### src/rtl/fifo_with_threshold_purge_top_macros.svh
// Assertion macros shared by the threshold-purge FIFO.
`ifndef FIFO_WITH_THRESHOLD_PURGE_TOP_MACROS_SVH
`define FIFO_WITH_THRESHOLD_PURGE_TOP_MACROS_SVH

// Same-cycle implication, checked on i_clk outside reset.
`define FWTP_ASSERT_SAME(label, ante, cons, msg) \
    label: assert property (@(posedge i_clk) disable iff (!i_rst_n) \
        (ante) |-> (cons)) else $error(msg);

// Next-cycle implication, checked on i_clk outside reset.
`define FWTP_ASSERT_NEXT(label, ante, cons, msg) \
    label: assert property (@(posedge i_clk) disable iff (!i_rst_n) \
        (ante) |=> (cons)) else $error(msg);

`endif

### src/rtl/fwtp_pkg.sv
// Package with the types and constants of the threshold-purge FIFO.
package fwtp_pkg;

    localparam int DATA_W = 32;
    localparam int CMD_W  = 2;
    localparam int STAT_W = 2;

    // Head value reported while the queue is empty.
    localparam logic [DATA_W-1:0] EMPTY_HEAD = {DATA_W{1'b1}};

    typedef enum logic [CMD_W-1:0] {
        CMD_PUSH  = 2'd0,
        CMD_POP   = 2'd1,
        CMD_PURGE = 2'd2
    } t_cmd;

    typedef enum logic [STAT_W-1:0] {
        ST_OK    = 2'd0,
        ST_FULL  = 2'd1,
        ST_EMPTY = 2'd2
    } t_status;

    typedef enum logic [2:0] {
        S_IDLE,
        S_EXEC,
        S_PURGE,
        S_HEAD,
        S_LOAD
    } t_state;

    // Commands from the controller to the datapath.
    typedef struct packed {
        logic load_in;
        logic exec;
        logic purge_step;
        logic head_rd;
        logic load_out;
    } t_ctrl_cmd;

    // Status from the datapath to the controller.
    typedef struct packed {
        logic is_purge;
        logic purge_done;
        logic out_free;
    } t_dp_stat;

endpackage

### src/rtl/fwtp_in_if.sv
// Request channel: command and value with a valid/ready handshake.
interface fwtp_in_if;
    logic                          valid;
    logic                          ready;
    logic [fwtp_pkg::CMD_W-1:0]    command;
    logic signed [fwtp_pkg::DATA_W-1:0] value;

    modport source (output valid, output command, output value, input ready);
    modport sink   (input valid, input command, input value, output ready);
endinterface

### src/rtl/fwtp_out_if.sv
// Result channel: head value, empty flag, count and status with valid/ready.
interface fwtp_out_if #(
    parameter int CNT_W = 5
);
    logic                               valid;
    logic                               ready;
    logic signed [fwtp_pkg::DATA_W-1:0] head_value;
    logic                               is_empty;
    logic [CNT_W-1:0]                   entry_count;
    logic [fwtp_pkg::STAT_W-1:0]        status;

    modport source (
        output valid, output head_value, output is_empty,
        output entry_count, output status, input ready
    );
    modport sink (
        input valid, input head_value, input is_empty,
        input entry_count, input status, output ready
    );
endinterface

### src/rtl/fifo_with_threshold_purge_top.sv
// Top level of the bounded FIFO with push, pop and threshold purge.
//
// The block takes one request at a time. A push, a pop or an unused command
// goes through execute, read of the head entry, and load of the result
// register before the next acceptance. A purge walks the stored entries
// through the single read port of the entry memory, one entry per cycle,
// before the head read and load. The result sits in an output register, so the
// next request is accepted while the previous result waits to be taken. A
// result that is still waiting when the next one is ready holds the block in
// its load step. The entry memory is not cleared after reset; only live
// entries reach the result register.
module fifo_with_threshold_purge_top #(
    parameter int QUEUE_DEPTH = 16
) (
    input  logic        i_clk,
    input  logic        i_rst_n,
    fwtp_in_if.sink     i_req,
    fwtp_out_if.source  o_rsp
);
    import fwtp_pkg::*;

    `include "fifo_with_threshold_purge_top_macros.svh"

    localparam int CNT_W = $clog2(QUEUE_DEPTH + 1);

    t_ctrl_cmd w_cmd;
    t_dp_stat  w_stat;

    // Sequencer.
    fwtp_ctrl u_ctrl (
        .i_clk      (i_clk),
        .i_rst_n    (i_rst_n),
        .i_in_valid (i_req.valid),
        .o_in_ready (i_req.ready),
        .o_cmd      (w_cmd),
        .i_stat     (w_stat)
    );

    // Storage and arithmetic.
    fwtp_dp #(
        .QUEUE_DEPTH (QUEUE_DEPTH),
        .CNT_W       (CNT_W)
    ) u_dp (
        .i_clk         (i_clk),
        .i_rst_n       (i_rst_n),
        .i_cmd         (w_cmd),
        .o_stat        (w_stat),
        .i_command     (i_req.command),
        .i_value       (i_req.value),
        .i_out_ready   (o_rsp.ready),
        .o_out_valid   (o_rsp.valid),
        .o_head_value  (o_rsp.head_value),
        .o_is_empty    (o_rsp.is_empty),
        .o_entry_count (o_rsp.entry_count),
        .o_status      (o_rsp.status)
    );

    // A new result never overwrites one that has not been taken.
    `FWTP_ASSERT_SAME(a_load_free, w_cmd.load_out, w_stat.out_free, "result overwritten")
    // After a request is accepted, ready is low in the next cycle.
    `FWTP_ASSERT_NEXT(a_busy, i_req.valid && i_req.ready, !i_req.ready, "ready after accept")
    // An empty queue reports all ones as head value.
    `FWTP_ASSERT_SAME(a_empty_head, o_rsp.valid && o_rsp.is_empty, o_rsp.head_value == -1, "bad empty head")
    // A refused push is only reported with a full queue.
    `FWTP_ASSERT_SAME(a_full_cnt, o_rsp.valid && (o_rsp.status == ST_FULL), o_rsp.entry_count == CNT_W'(QUEUE_DEPTH), "full status")

endmodule

### src/rtl/fwtp_ctrl.sv
// Controller state machine that sequences each request through the datapath.
module fwtp_ctrl (
    input  logic                i_clk,
    input  logic                i_rst_n,
    input  logic                i_in_valid,
    output logic                o_in_ready,
    output fwtp_pkg::t_ctrl_cmd o_cmd,
    input  fwtp_pkg::t_dp_stat  i_stat
);
    import fwtp_pkg::*;

    t_state r_state;
    t_state n_state;

    // State register.
    always_ff @(posedge i_clk) begin
        if (!i_rst_n) begin
            r_state <= S_IDLE;
        end else begin
            r_state <= n_state;
        end
    end

    // Next state and datapath commands.
    always_comb begin
        n_state    = r_state;
        o_cmd      = '0;
        o_in_ready = 1'b0;
        case (r_state)
            S_IDLE: begin
                o_in_ready = 1'b1;
                if (i_in_valid) begin
                    o_cmd.load_in = 1'b1;
                    n_state       = S_EXEC;
                end
            end
            S_EXEC: begin
                o_cmd.exec = 1'b1;
                n_state    = i_stat.is_purge ? S_PURGE : S_HEAD;
            end
            S_PURGE: begin
                o_cmd.purge_step = 1'b1;
                if (i_stat.purge_done) begin
                    n_state = S_HEAD;
                end
            end
            S_HEAD: begin
                o_cmd.head_rd = 1'b1;
                n_state       = S_LOAD;
            end
            S_LOAD: begin
                // Hold the head read data until the result register is free.
                if (i_stat.out_free) begin
                    o_cmd.load_out = 1'b1;
                    n_state        = S_IDLE;
                end
            end
            default: begin
                n_state = S_IDLE;
            end
        endcase
    end

endmodule

### src/rtl/fwtp_dp.sv
// Datapath: entry memory, queue pointers, purge scan and result register.
module fwtp_dp #(
    parameter int QUEUE_DEPTH = 16,
    parameter int CNT_W       = 5
) (
    input  logic                               i_clk,
    input  logic                               i_rst_n,
    input  fwtp_pkg::t_ctrl_cmd                i_cmd,
    output fwtp_pkg::t_dp_stat                 o_stat,
    input  logic [fwtp_pkg::CMD_W-1:0]         i_command,
    input  logic signed [fwtp_pkg::DATA_W-1:0] i_value,
    input  logic                               i_out_ready,
    output logic                               o_out_valid,
    output logic signed [fwtp_pkg::DATA_W-1:0] o_head_value,
    output logic                               o_is_empty,
    output logic [CNT_W-1:0]                   o_entry_count,
    output logic [fwtp_pkg::STAT_W-1:0]        o_status
);
    import fwtp_pkg::*;

    localparam int AW = $clog2(QUEUE_DEPTH);
    localparam int SW = CNT_W + 1;
    localparam logic [SW-1:0]    DEPTH_S = SW'(QUEUE_DEPTH);
    localparam logic [CNT_W-1:0] DEPTH_C = CNT_W'(QUEUE_DEPTH);

    // Circular index add; the base stays below the depth and the offset at most equals it.
    function automatic logic [AW-1:0] f_wrap_add(input logic [AW-1:0] base,
                                                 input logic [CNT_W-1:0] off);
        logic [SW-1:0] sum;
        sum = SW'(base) + SW'(off);
        if (sum >= DEPTH_S) begin
            sum = sum - DEPTH_S;
        end
        return sum[AW-1:0];
    endfunction

    logic [DATA_W-1:0]        mem [QUEUE_DEPTH];
    logic signed [DATA_W-1:0] r_rd_data;

    logic [CMD_W-1:0]         r_cmd;
    logic signed [DATA_W-1:0] r_value;
    logic [AW-1:0]            r_head;
    logic [AW-1:0]            r_tail;
    logic [CNT_W-1:0]         r_count;
    t_status                  r_status;
    logic [CNT_W-1:0]         r_scan;
    logic [CNT_W-1:0]         r_kept;
    logic                     r_pipe_vld;

    logic                     r_out_vld;
    logic signed [DATA_W-1:0] r_out_head;
    logic                     r_out_empty;
    logic [CNT_W-1:0]         r_out_count;
    t_status                  r_out_status;

    logic              w_full;
    logic              w_empty;
    logic              w_scan_more;
    logic              w_keep;
    logic              w_rd_en;
    logic [AW-1:0]     w_rd_addr;
    logic              w_wr_en;
    logic [AW-1:0]     w_wr_addr;
    logic [DATA_W-1:0] w_wr_data;

    assign w_full      = (r_count == DEPTH_C);
    assign w_empty     = (r_count == '0);
    assign w_scan_more = (r_scan < r_count);
    assign w_keep      = !(r_rd_data > r_value);

    // Status toward the controller.
    assign o_stat.is_purge   = (r_cmd == CMD_PURGE);
    assign o_stat.purge_done = !w_scan_more && !r_pipe_vld;
    assign o_stat.out_free   = !r_out_vld || i_out_ready;

    // Memory port selection: one read and one write per cycle.
    always_comb begin
        w_rd_en   = 1'b0;
        w_rd_addr = r_head;
        w_wr_en   = 1'b0;
        w_wr_addr = r_tail;
        w_wr_data = r_value;
        if (i_cmd.head_rd) begin
            w_rd_en = 1'b1;
        end else if (i_cmd.purge_step && w_scan_more) begin
            w_rd_en   = 1'b1;
            w_rd_addr = f_wrap_add(r_head, r_scan);
        end
        if (i_cmd.exec && (r_cmd == CMD_PUSH) && !w_full) begin
            w_wr_en = 1'b1;
        end else if (i_cmd.purge_step && r_pipe_vld && w_keep) begin
            w_wr_en   = 1'b1;
            w_wr_addr = f_wrap_add(r_head, r_kept);
            w_wr_data = r_rd_data;
        end
    end

    // Entry memory with registered read data.
    always_ff @(posedge i_clk) begin
        if (w_wr_en) begin
            mem[w_wr_addr] <= w_wr_data;
        end
    end

    always_ff @(posedge i_clk) begin
        if (w_rd_en) begin
            r_rd_data <= mem[w_rd_addr];
        end
    end

    // Request capture.
    always_ff @(posedge i_clk) begin
        if (i_cmd.load_in) begin
            r_cmd   <= i_command;
            r_value <= i_value;
        end
    end

    // Queue pointers, count and purge scan.
    always_ff @(posedge i_clk) begin
        if (!i_rst_n) begin
            r_head     <= '0;
            r_tail     <= '0;
            r_count    <= '0;
            r_status   <= ST_OK;
            r_scan     <= '0;
            r_kept     <= '0;
            r_pipe_vld <= 1'b0;
        end else if (i_cmd.exec) begin
            r_status   <= ST_OK;
            r_scan     <= '0;
            r_kept     <= '0;
            r_pipe_vld <= 1'b0;
            case (r_cmd)
                CMD_PUSH: begin
                    if (w_full) begin
                        r_status <= ST_FULL;
                    end else begin
                        r_tail  <= f_wrap_add(r_tail, CNT_W'(1));
                        r_count <= r_count + CNT_W'(1);
                    end
                end
                CMD_POP: begin
                    if (w_empty) begin
                        r_status <= ST_EMPTY;
                    end else begin
                        r_head  <= f_wrap_add(r_head, CNT_W'(1));
                        r_count <= r_count - CNT_W'(1);
                    end
                end
                default: begin
                end
            endcase
        end else if (i_cmd.purge_step) begin
            // Reads run one entry ahead of the compare and compaction write.
            r_pipe_vld <= w_scan_more;
            if (w_scan_more) begin
                r_scan <= r_scan + CNT_W'(1);
            end
            if (r_pipe_vld && w_keep) begin
                r_kept <= r_kept + CNT_W'(1);
            end
            if (!w_scan_more && !r_pipe_vld) begin
                r_count <= r_kept;
                r_tail  <= f_wrap_add(r_head, r_kept);
            end
        end
    end

    // Result register valid flag.
    always_ff @(posedge i_clk) begin
        if (!i_rst_n) begin
            r_out_vld <= 1'b0;
        end else if (i_cmd.load_out) begin
            r_out_vld <= 1'b1;
        end else if (i_out_ready) begin
            r_out_vld <= 1'b0;
        end
    end

    // Result register payload.
    always_ff @(posedge i_clk) begin
        if (i_cmd.load_out) begin
            r_out_head   <= w_empty ? EMPTY_HEAD : r_rd_data;
            r_out_empty  <= w_empty;
            r_out_count  <= r_count;
            r_out_status <= r_status;
        end
    end

    assign o_out_valid   = r_out_vld;
    assign o_head_value  = r_out_head;
    assign o_is_empty    = r_out_empty;
    assign o_entry_count = r_out_count;
    assign o_status      = r_out_status;

endmodule

### src/flat_wrapper.sv
// flat-port wrapper written by rule: the top's interface ports become plain ports
module fifo_with_threshold_purge_top_flat import fwtp_pkg::*;
#(
    parameter int QUEUE_DEPTH = 16
)
  (i_clk, i_rst_n, i_req_valid, i_req_command, i_req_value, i_req_ready, o_rsp_valid, o_rsp_head_value, o_rsp_is_empty, o_rsp_entry_count, o_rsp_status, o_rsp_ready);
  fwtp_in_if i_req_i ();
  fwtp_out_if #(.CNT_W((5))) o_rsp_i ();
  input  logic i_clk;
  input  logic i_rst_n;
  input wire logic [$bits(i_req_i.valid)-1:0] i_req_valid;
  input wire logic [$bits(i_req_i.command)-1:0] i_req_command;
  input wire logic [$bits(i_req_i.value)-1:0] i_req_value;
  output wire logic [$bits(i_req_i.ready)-1:0] i_req_ready;
  output wire logic [$bits(o_rsp_i.valid)-1:0] o_rsp_valid;
  output wire logic [$bits(o_rsp_i.head_value)-1:0] o_rsp_head_value;
  output wire logic [$bits(o_rsp_i.is_empty)-1:0] o_rsp_is_empty;
  output wire logic [$bits(o_rsp_i.entry_count)-1:0] o_rsp_entry_count;
  output wire logic [$bits(o_rsp_i.status)-1:0] o_rsp_status;
  input wire logic [$bits(o_rsp_i.ready)-1:0] o_rsp_ready;
  assign i_req_i.valid = i_req_valid;
  assign i_req_i.command = i_req_command;
  assign i_req_i.value = i_req_value;
  assign i_req_ready = i_req_i.ready;
  assign o_rsp_valid = o_rsp_i.valid;
  assign o_rsp_head_value = o_rsp_i.head_value;
  assign o_rsp_is_empty = o_rsp_i.is_empty;
  assign o_rsp_entry_count = o_rsp_i.entry_count;
  assign o_rsp_status = o_rsp_i.status;
  assign o_rsp_i.ready = o_rsp_ready;
  fifo_with_threshold_purge_top #(.QUEUE_DEPTH(QUEUE_DEPTH)) u_core (.i_clk(i_clk), .i_rst_n(i_rst_n), .i_req(i_req_i), .o_rsp(o_rsp_i));
endmodule
### config.mk
export PLATFORM = sky130hd
export DESIGN_NAME = fifo_with_threshold_purge_top_flat
export DESIGN_NICKNAME = d
export VERILOG_FILES = /design/src/rtl/fwtp_pkg.sv /design/src/rtl/fwtp_in_if.sv /design/src/rtl/fwtp_out_if.sv /design/src/rtl/fifo_with_threshold_purge_top.sv /design/src/rtl/fwtp_ctrl.sv /design/src/rtl/fwtp_dp.sv /design/src/flat_wrapper.sv
export VERILOG_INCLUDE_DIRS = /design/src /design/src/rtl
export SDC_FILE = /design/constraint.sdc
export NUM_CORES = 1
export LEC_CHECK = 0
export BUFFER_PORTS_ARGS = -buffer_cell sky130_fd_sc_hd__buf_4
export CORE_ASPECT_RATIO = 1.75
export CORE_MARGIN = 1.5
export CORE_UTILIZATION = 50
export DETAILED_ROUTE_END_ITERATION = 16
export PLACE_DENSITY = 0.7
export SETUP_SLACK_MARGIN = 0.05
export SKIP_CTS_REPAIR_TIMING = 1
export SYNTH_ARGS = -nofsm -noshare
export SYNTH_HDL_FRONTEND = slang
export SYNTH_SLANG_ARGS = --single-unit
### constraint.sdc
create_clock -name i_clk -period 7.2 [get_ports i_clk]
set_input_delay 0 -clock i_clk [delete_from_list [all_inputs] [get_ports i_clk]]
set_output_delay 0 -clock i_clk [all_outputs]
set_load 0.05 [all_outputs]
**Word-level counts from Yosys, hierarchy flattened**

Memory sizes are Yosys's and may differ from the RTL's. A register that Yosys moved wholly into a read port is not among the register bits.
Index checks and enable logic that the tools add are counted.

- Register bits: 104
- Bits in writable memories: 512
- Input port bits: 38
- Output and inout bits: 42
- Word-level logic and storage cells: 122
- Memories: 1

Memories:

| memory | words | width | read ports | clocked after Yosys merged registers in | wr ports | line | text |
|---|---|---|---|---|---|---|---|
| u_core.u_dp.mem | 16 | 32 | 1 | 1 | 1 | fwtp_dp.sv:37 | `logic [DATA_W-1:0] mem [QUEUE_DEPTH];` |

- Add/subtract/negate cells: 12
- $lt $le $gt $ge: 6
- Eq/ne operators: 15
- Mux-type cells: 45
- Bitwise operators: 2
- Reduce and logical (&&, ||, !) cells: 26

Operator list:

| operator | count |
|---|---|
| $mux 32 | 2 |
| $mux 4 | 13 |
| $gt 32x32->1 | 1 |
| $mux 5 | 5 |
| $mux 1 | 18 |
| $sub 4x1->4 const B | 4 |
| $add 5x1->5 const B | 3 |
| $pmux 3 s5 | 1 |
| $add 4x5->6 | 2 |
| $ge 6x5->1 const B | 2 |
| $add 4x1->5 const B | 2 |
| $ge 5x5->1 const B | 2 |
| $pmux 5 s2 | 1 |
| $mux 3 | 3 |
| $ne 2x2->1 const B | 4 |
| $logic_and 1x1->1 | 7 |
| $eq 3x2->1 const B | 2 |
| $ne 3x3->1 const B | 2 |
| $reduce_and 3->1 | 2 |
| $reduce_bool 2->1 | 3 |
| $eq 5x5->1 const B | 1 |
| $logic_not 1->1 | 5 |
| $logic_not 5->1 | 1 |
| $lt 5x5->1 | 1 |
| 17 further kinds | 19 |

**Longest topological paths before layout**

- Depth after elaboration: 8
- Gate-level depth with buffers: 13
- Gate-level depth less buffers: 10

**Modules after synthesis**

From an unflattened synthesis, not the netlist that was laid out.

- Cell total of the unflattened synthesis: 1,728
- Area total of the unflattened synthesis: 26,954.6 µm²

By module, submodules not included:

| module | times used | cells each | area each (µm²) | sequential area each (µm²) |
|---|---|---|---|---|
| fwtp_dp | 1 | 1,701 | 26,705.6 | 19,098.3 |
| fwtp_ctrl | 1 | 27 | 249.0 | 60.1 |

**Worst setup path after synthesis**

Ideal clock, no wire load.

- Path type: register to register
- From: register u_core.u_dp.r_rd_data[17], read port of u_core.u_dp.mem
- To: memory u_core.u_dp.mem[14][0] (enable)
- Setup time: 0.472 ns
- Arrival: 4.653 ns
- Required time: 6.728 ns
- Path slack: 2.075 ns
- Stages on the path, launching flop included: 9
- Buffers on the path: 0
- Clock period less this slack: 5.125 ns
- Path through: edfxtp_1 ha_1 a21o_1 a221o_1 a221oi_1 o211ai_1 nor3_1 o21ai_0 o32ai_1

- Word-level cells in the longest chain between the ends: 7
- Elaborated cells on any way between the ends: 9
- Those cells by class: order compare: 1; mux: 6; reduce/logical: 2

RTL lines:

| item | line | text |
|---|---|---|
| start: declaration | fwtp_dp.sv:38 | `logic signed [DATA_W-1:0] r_rd_data;` |
| $gt 32x32->1 * | fwtp_dp.sv:69 | `assign w_keep = !(r_rd_data > r_value);` |
| $logic_not 1->1 * | fwtp_dp.sv:69 |  |
| $logic_and 1x1->1 * | fwtp_dp.sv:91 | `end else if (i_cmd.purge_step && r_pipe_vld && w_keep) begin` |
| $mux 1 | fwtp_dp.sv:91 |  |
| $mux 1 | fwtp_dp.sv:89 | `if (i_cmd.exec && (r_cmd == CMD_PUSH) && !w_full) begin` |
| $mux 1 | fwtp_dp.sv:100 | `if (w_wr_en) begin` |
| $mux 1 (implied by the code) | fwtp_dp.sv:101 | `mem[w_wr_addr] <= w_wr_data;` |
| end: declaration | fwtp_dp.sv:37 |  |

Mark *: on every way between the ends. The rest lies on a longest branch, timed or not.

**Worst setup path in the final report**

- From: register u_core.u_dp.r_rd_data[17], read port of u_core.u_dp.mem
- To: memory u_core.u_dp.mem[6][20] (enable)

The elaborated chain is that of the path after synthesis.

==> metrics.cfg <==
[timing]
rsz0062_at_grt=no
hold_violations=0
maxSlewViolCount=0
period_needed_ns=4.79
fmax_ghz=0.209
relSlewSlack_pct=19.4
tightest_slew_ns=1.21
period_share_pct=66.5
fin_skew_ns=0.0209
tns_ns=0
finalSetupViolCount=0

[floorplan]
die_h_um=308
start_util_pct=50.7
die_w_um=177
core.rowCount=111
die_area_um2=54600
core_um2=52500
io-pin-count=80

[routing]
totalWireLength_mm=63.7
drcViolationCount=0
firstDrtPassIters=5
drtIter0Drc=1413
wl_per_cell_um=24.2
ant_nets=0
vias_per_cell=6.05
vias=16000

[pwr]
leakagePower_nw=10.9
sequentialPowerShare_pct=54.0
swShare_pct=22.9
p_int_mw=6.19
p_comb_share_pct=9.0
vdd_ir_drop_max_mv=0.173
p_clk_share_pct=37.0
p_per_area_nw_per_um2=265
p_switching_mw=1.84

[worst_setup_path]
cp_slowest_cell=nor3_1
start_kind=register
cp.arrival_ns=5.01
path_class=reg2reg
end_kind=register
crit_chain=ha_1 > a21o_1 > a221o_1 > a221oi_1 > o211ai_1 > nor3_1 > nor2_4 > buf_4 > or3_1 > o22ai_4 > buf_4
crit_required_ns=7.42
reg2regPathDepth=11
rr_endpoint=u_core.u_dp.mem[6][20]
cp_slowest_stage_delay_ns=0.65
crit_fanout=32
cp_common_cell=buf_4
rr_startpoint=u_core.u_dp.r_rd_data[17]
rrSetupSlack_ns=2.41

[clock_tree]
cts_tree=done
path_clk_slew_ns=0.07
numCtsBuffers=55
root_buffer=clkbuf_16
h-tree-depth=2
clockBufferDepth=3
cts_sinks=648
clk_latency_ns=0.60

[synth]
ys_top_cells_by_count=edfxtp_1, nand2_1, a21oi_1
syn_area_um2=26600
synthArstFlopShare_pct=0
yosysSeqAreaShare_pct=72.0
synth_top_area_share_pct=69.8
yosys_most_used_dff=edfxtp_1
synth_largest_area_cell=edfxtp_1
synth_edf_count=618
yosysMostFrequentCell=edfxtp_1
synth-seq-cells=648
synth.distinct_cells=60
ys_warn_count=0
syn_nets=1906
syn_area_per_cell_um2=14.6
yosys-top-cells-area=edfxtp_1, mux2i_1, nand2_1, a21oi_1, ha_1
syn_inst=1816

[global_routing]
grt_remaining_overflow=0
grtUsageTotal_pct=23.4
grt_max_degree=177
grt_pass1_vias=16000
antenna_found_initial=1
grt_pass1_wl_mm=95.6

[place]
hpwl_mm=35.8
place_area_um2=28200
portBuffers=79
gp_congestion=0.822

[run]
cap_violations=0

[min_path]
min_to=u_core.u_dp.r_value[13]
hp-start=i_req_value[13]
whs_path_depth=2
hold_path.class=in2reg

[finish]
fill_cells=4024
nets=2005
area_growth_pct=14.0
final_util_pct=57.8
drive_above_1_share_pct=14.3
finalInstanceArea_um2=30300

[run_status]
outcome=complete, no violations

-- stage by stage --
stage | worst slack, ns | total power [mW] | instances | hold slack (ns)
after CTS | 2.36 | 8.06 | 2596 | -0.449
after global placement | 2.59 | 5.10 | 2499 | 0.178
after global routing | 2.07 | 8.27 | 2633 | 0.101
after floorplan | 2.08 | 4.84 | 1816 | 0.0989
final | 2.41 | 8.02 | 2635 | 0.124
after detailed placement | 2.37 | 5.12 | 2499 | 0.180
-- critical path: cells and delay by family (launching register included) --
family / cells / cell delay, ns
adders and majority gates: 1 / 0.33
and+or+nand+nor: 3 / 1.53
DFF: 1 / 0.42
AOI/OAI and AO/OA: 5 / 1.26
buffers and inverters: 2 / 0.86
-- worst max path at each step --
stage	start	endpoint	slack, ns	cells past startpoint
global placement	u_core.u_dp.r_count[2]	u_core.u_dp.r_rd_data[25]	2.59	10
finish	u_core.u_dp.r_rd_data[17]	u_core.u_dp.mem[6][20]	2.41	11
global route	u_core.u_dp.r_count[2]	u_core.u_dp.r_rd_data[25]	2.07	10
detailed placement	u_core.u_dp.r_count[2]	u_core.u_dp.r_rd_data[28]	2.37	10
floorplan	u_core.u_dp.r_rd_data[17]	u_core.u_dp.mem[14][0]	2.08	8
CTS	u_core.u_dp.r_count[2]	u_core.u_dp.r_rd_data[28]	2.36	10
-- logic make-up (layout without fill, tap and decap cells) --
family | count (synthesis) | in the layout | synth area share [%]
flip-flops | 648 | 648 | 72.0
other | 0 | 2 | 0
adder cells (fa/ha/maj) | 52 | 52 | 2.53
AND/OR/NAND/NOR | 419 | 419 | 7.05
AO/OA/AOI/OAI | 390 | 390 | 10.1
buffers and inverters | 152 | 291 | 2.35
XOR/XNOR | 19 | 19 | 0.626
multiplexers | 136 | 136 | 5.27
-- registers in the layout, summed over array words and instances, names as in the netlist, 2 cells and up --
| signal | count |
|---|---|
| u_core.u_dp.r_value | 32 |
| u_core.u_dp.r_cmd | 2 |
| u_core.u_dp.r_rd_data | 32 |
| u_core.u_dp.mem | 512 |
| u_core.u_dp.r_kept | 5 |
| u_core.u_dp.r_count | 5 |
| u_core.u_dp.r_head | 4 |
| u_core.u_dp.o_head_value | 32 |
| u_core.u_dp.o_status | 2 |
| u_core.u_dp.r_status | 2 |
| u_core.u_dp.o_entry_count | 5 |
| u_core.u_dp.r_tail | 4 |
| u_core.u_dp.r_scan | 5 |
| u_core.u_ctrl.r_state | 3 |
-- power groups by stage --
stage                     sequential, mW  combinational (mW)  clock, mW
after floorplan                     4.41               0.433          0
after global placement              4.41               0.685          0
after detailed placement            4.41               0.702          0
after CTS                           4.33               0.707       3.02
after global routing                4.34               0.781       3.15
final                               4.33               0.721       2.97
-- layer usage --
layer / track usage (%) / wire (um)
met1: 28.5 / 23800
met2: 41.4 / 33600
met3: 2.87 / 3630
met4: 10.6 / 2640
met5: 0 / 13
-- cells in the final DEF (no fill, tap or decap), types with 13 or more instances in the layout --
| master | instances |
|---|---|
| a21oi_1 | 154 |
| a22o_1 | 64 |
| a22oi_1 | 34 |
| a32oi_1 | 33 |
| buf_4 | 109 |
| clkbuf_16 | 56 |
| clkinv_1 | 14 |
| dfxtp_1 | 30 |
| dlygate4sd3_1 | 37 |
| edfxtp_1 | 618 |
| ha_1 | 49 |
| inv_1 | 46 |
| mux2_2 | 31 |
| mux2i_1 | 102 |
| nand2_1 | 253 |
| nand3_1 | 43 |
| nor2_1 | 25 |
| nor2b_1 | 13 |
| o21ai_0 | 19 |
| o221ai_1 | 32 |
| or2_2 | 33 |
-- layout make-up --
class / instances / area [um^2] / share of cell area (%)
clock inverters: 33 / 347 / 1.14
diodes: 2 / 5.00 / 0.0165
repair buffers: 148 / 1230 / 4.05
clock buffers: 64 / 1430 / 4.72
inverters: 46 / 173 / 0.569
flip-flops and latches: 648 / 19200 / 63.2
well taps: 678 / 848 / 2.80
multi-input cells: 1016 / 7140 / 23.5
No activity file was read; power rests on OpenSTA's default activity.
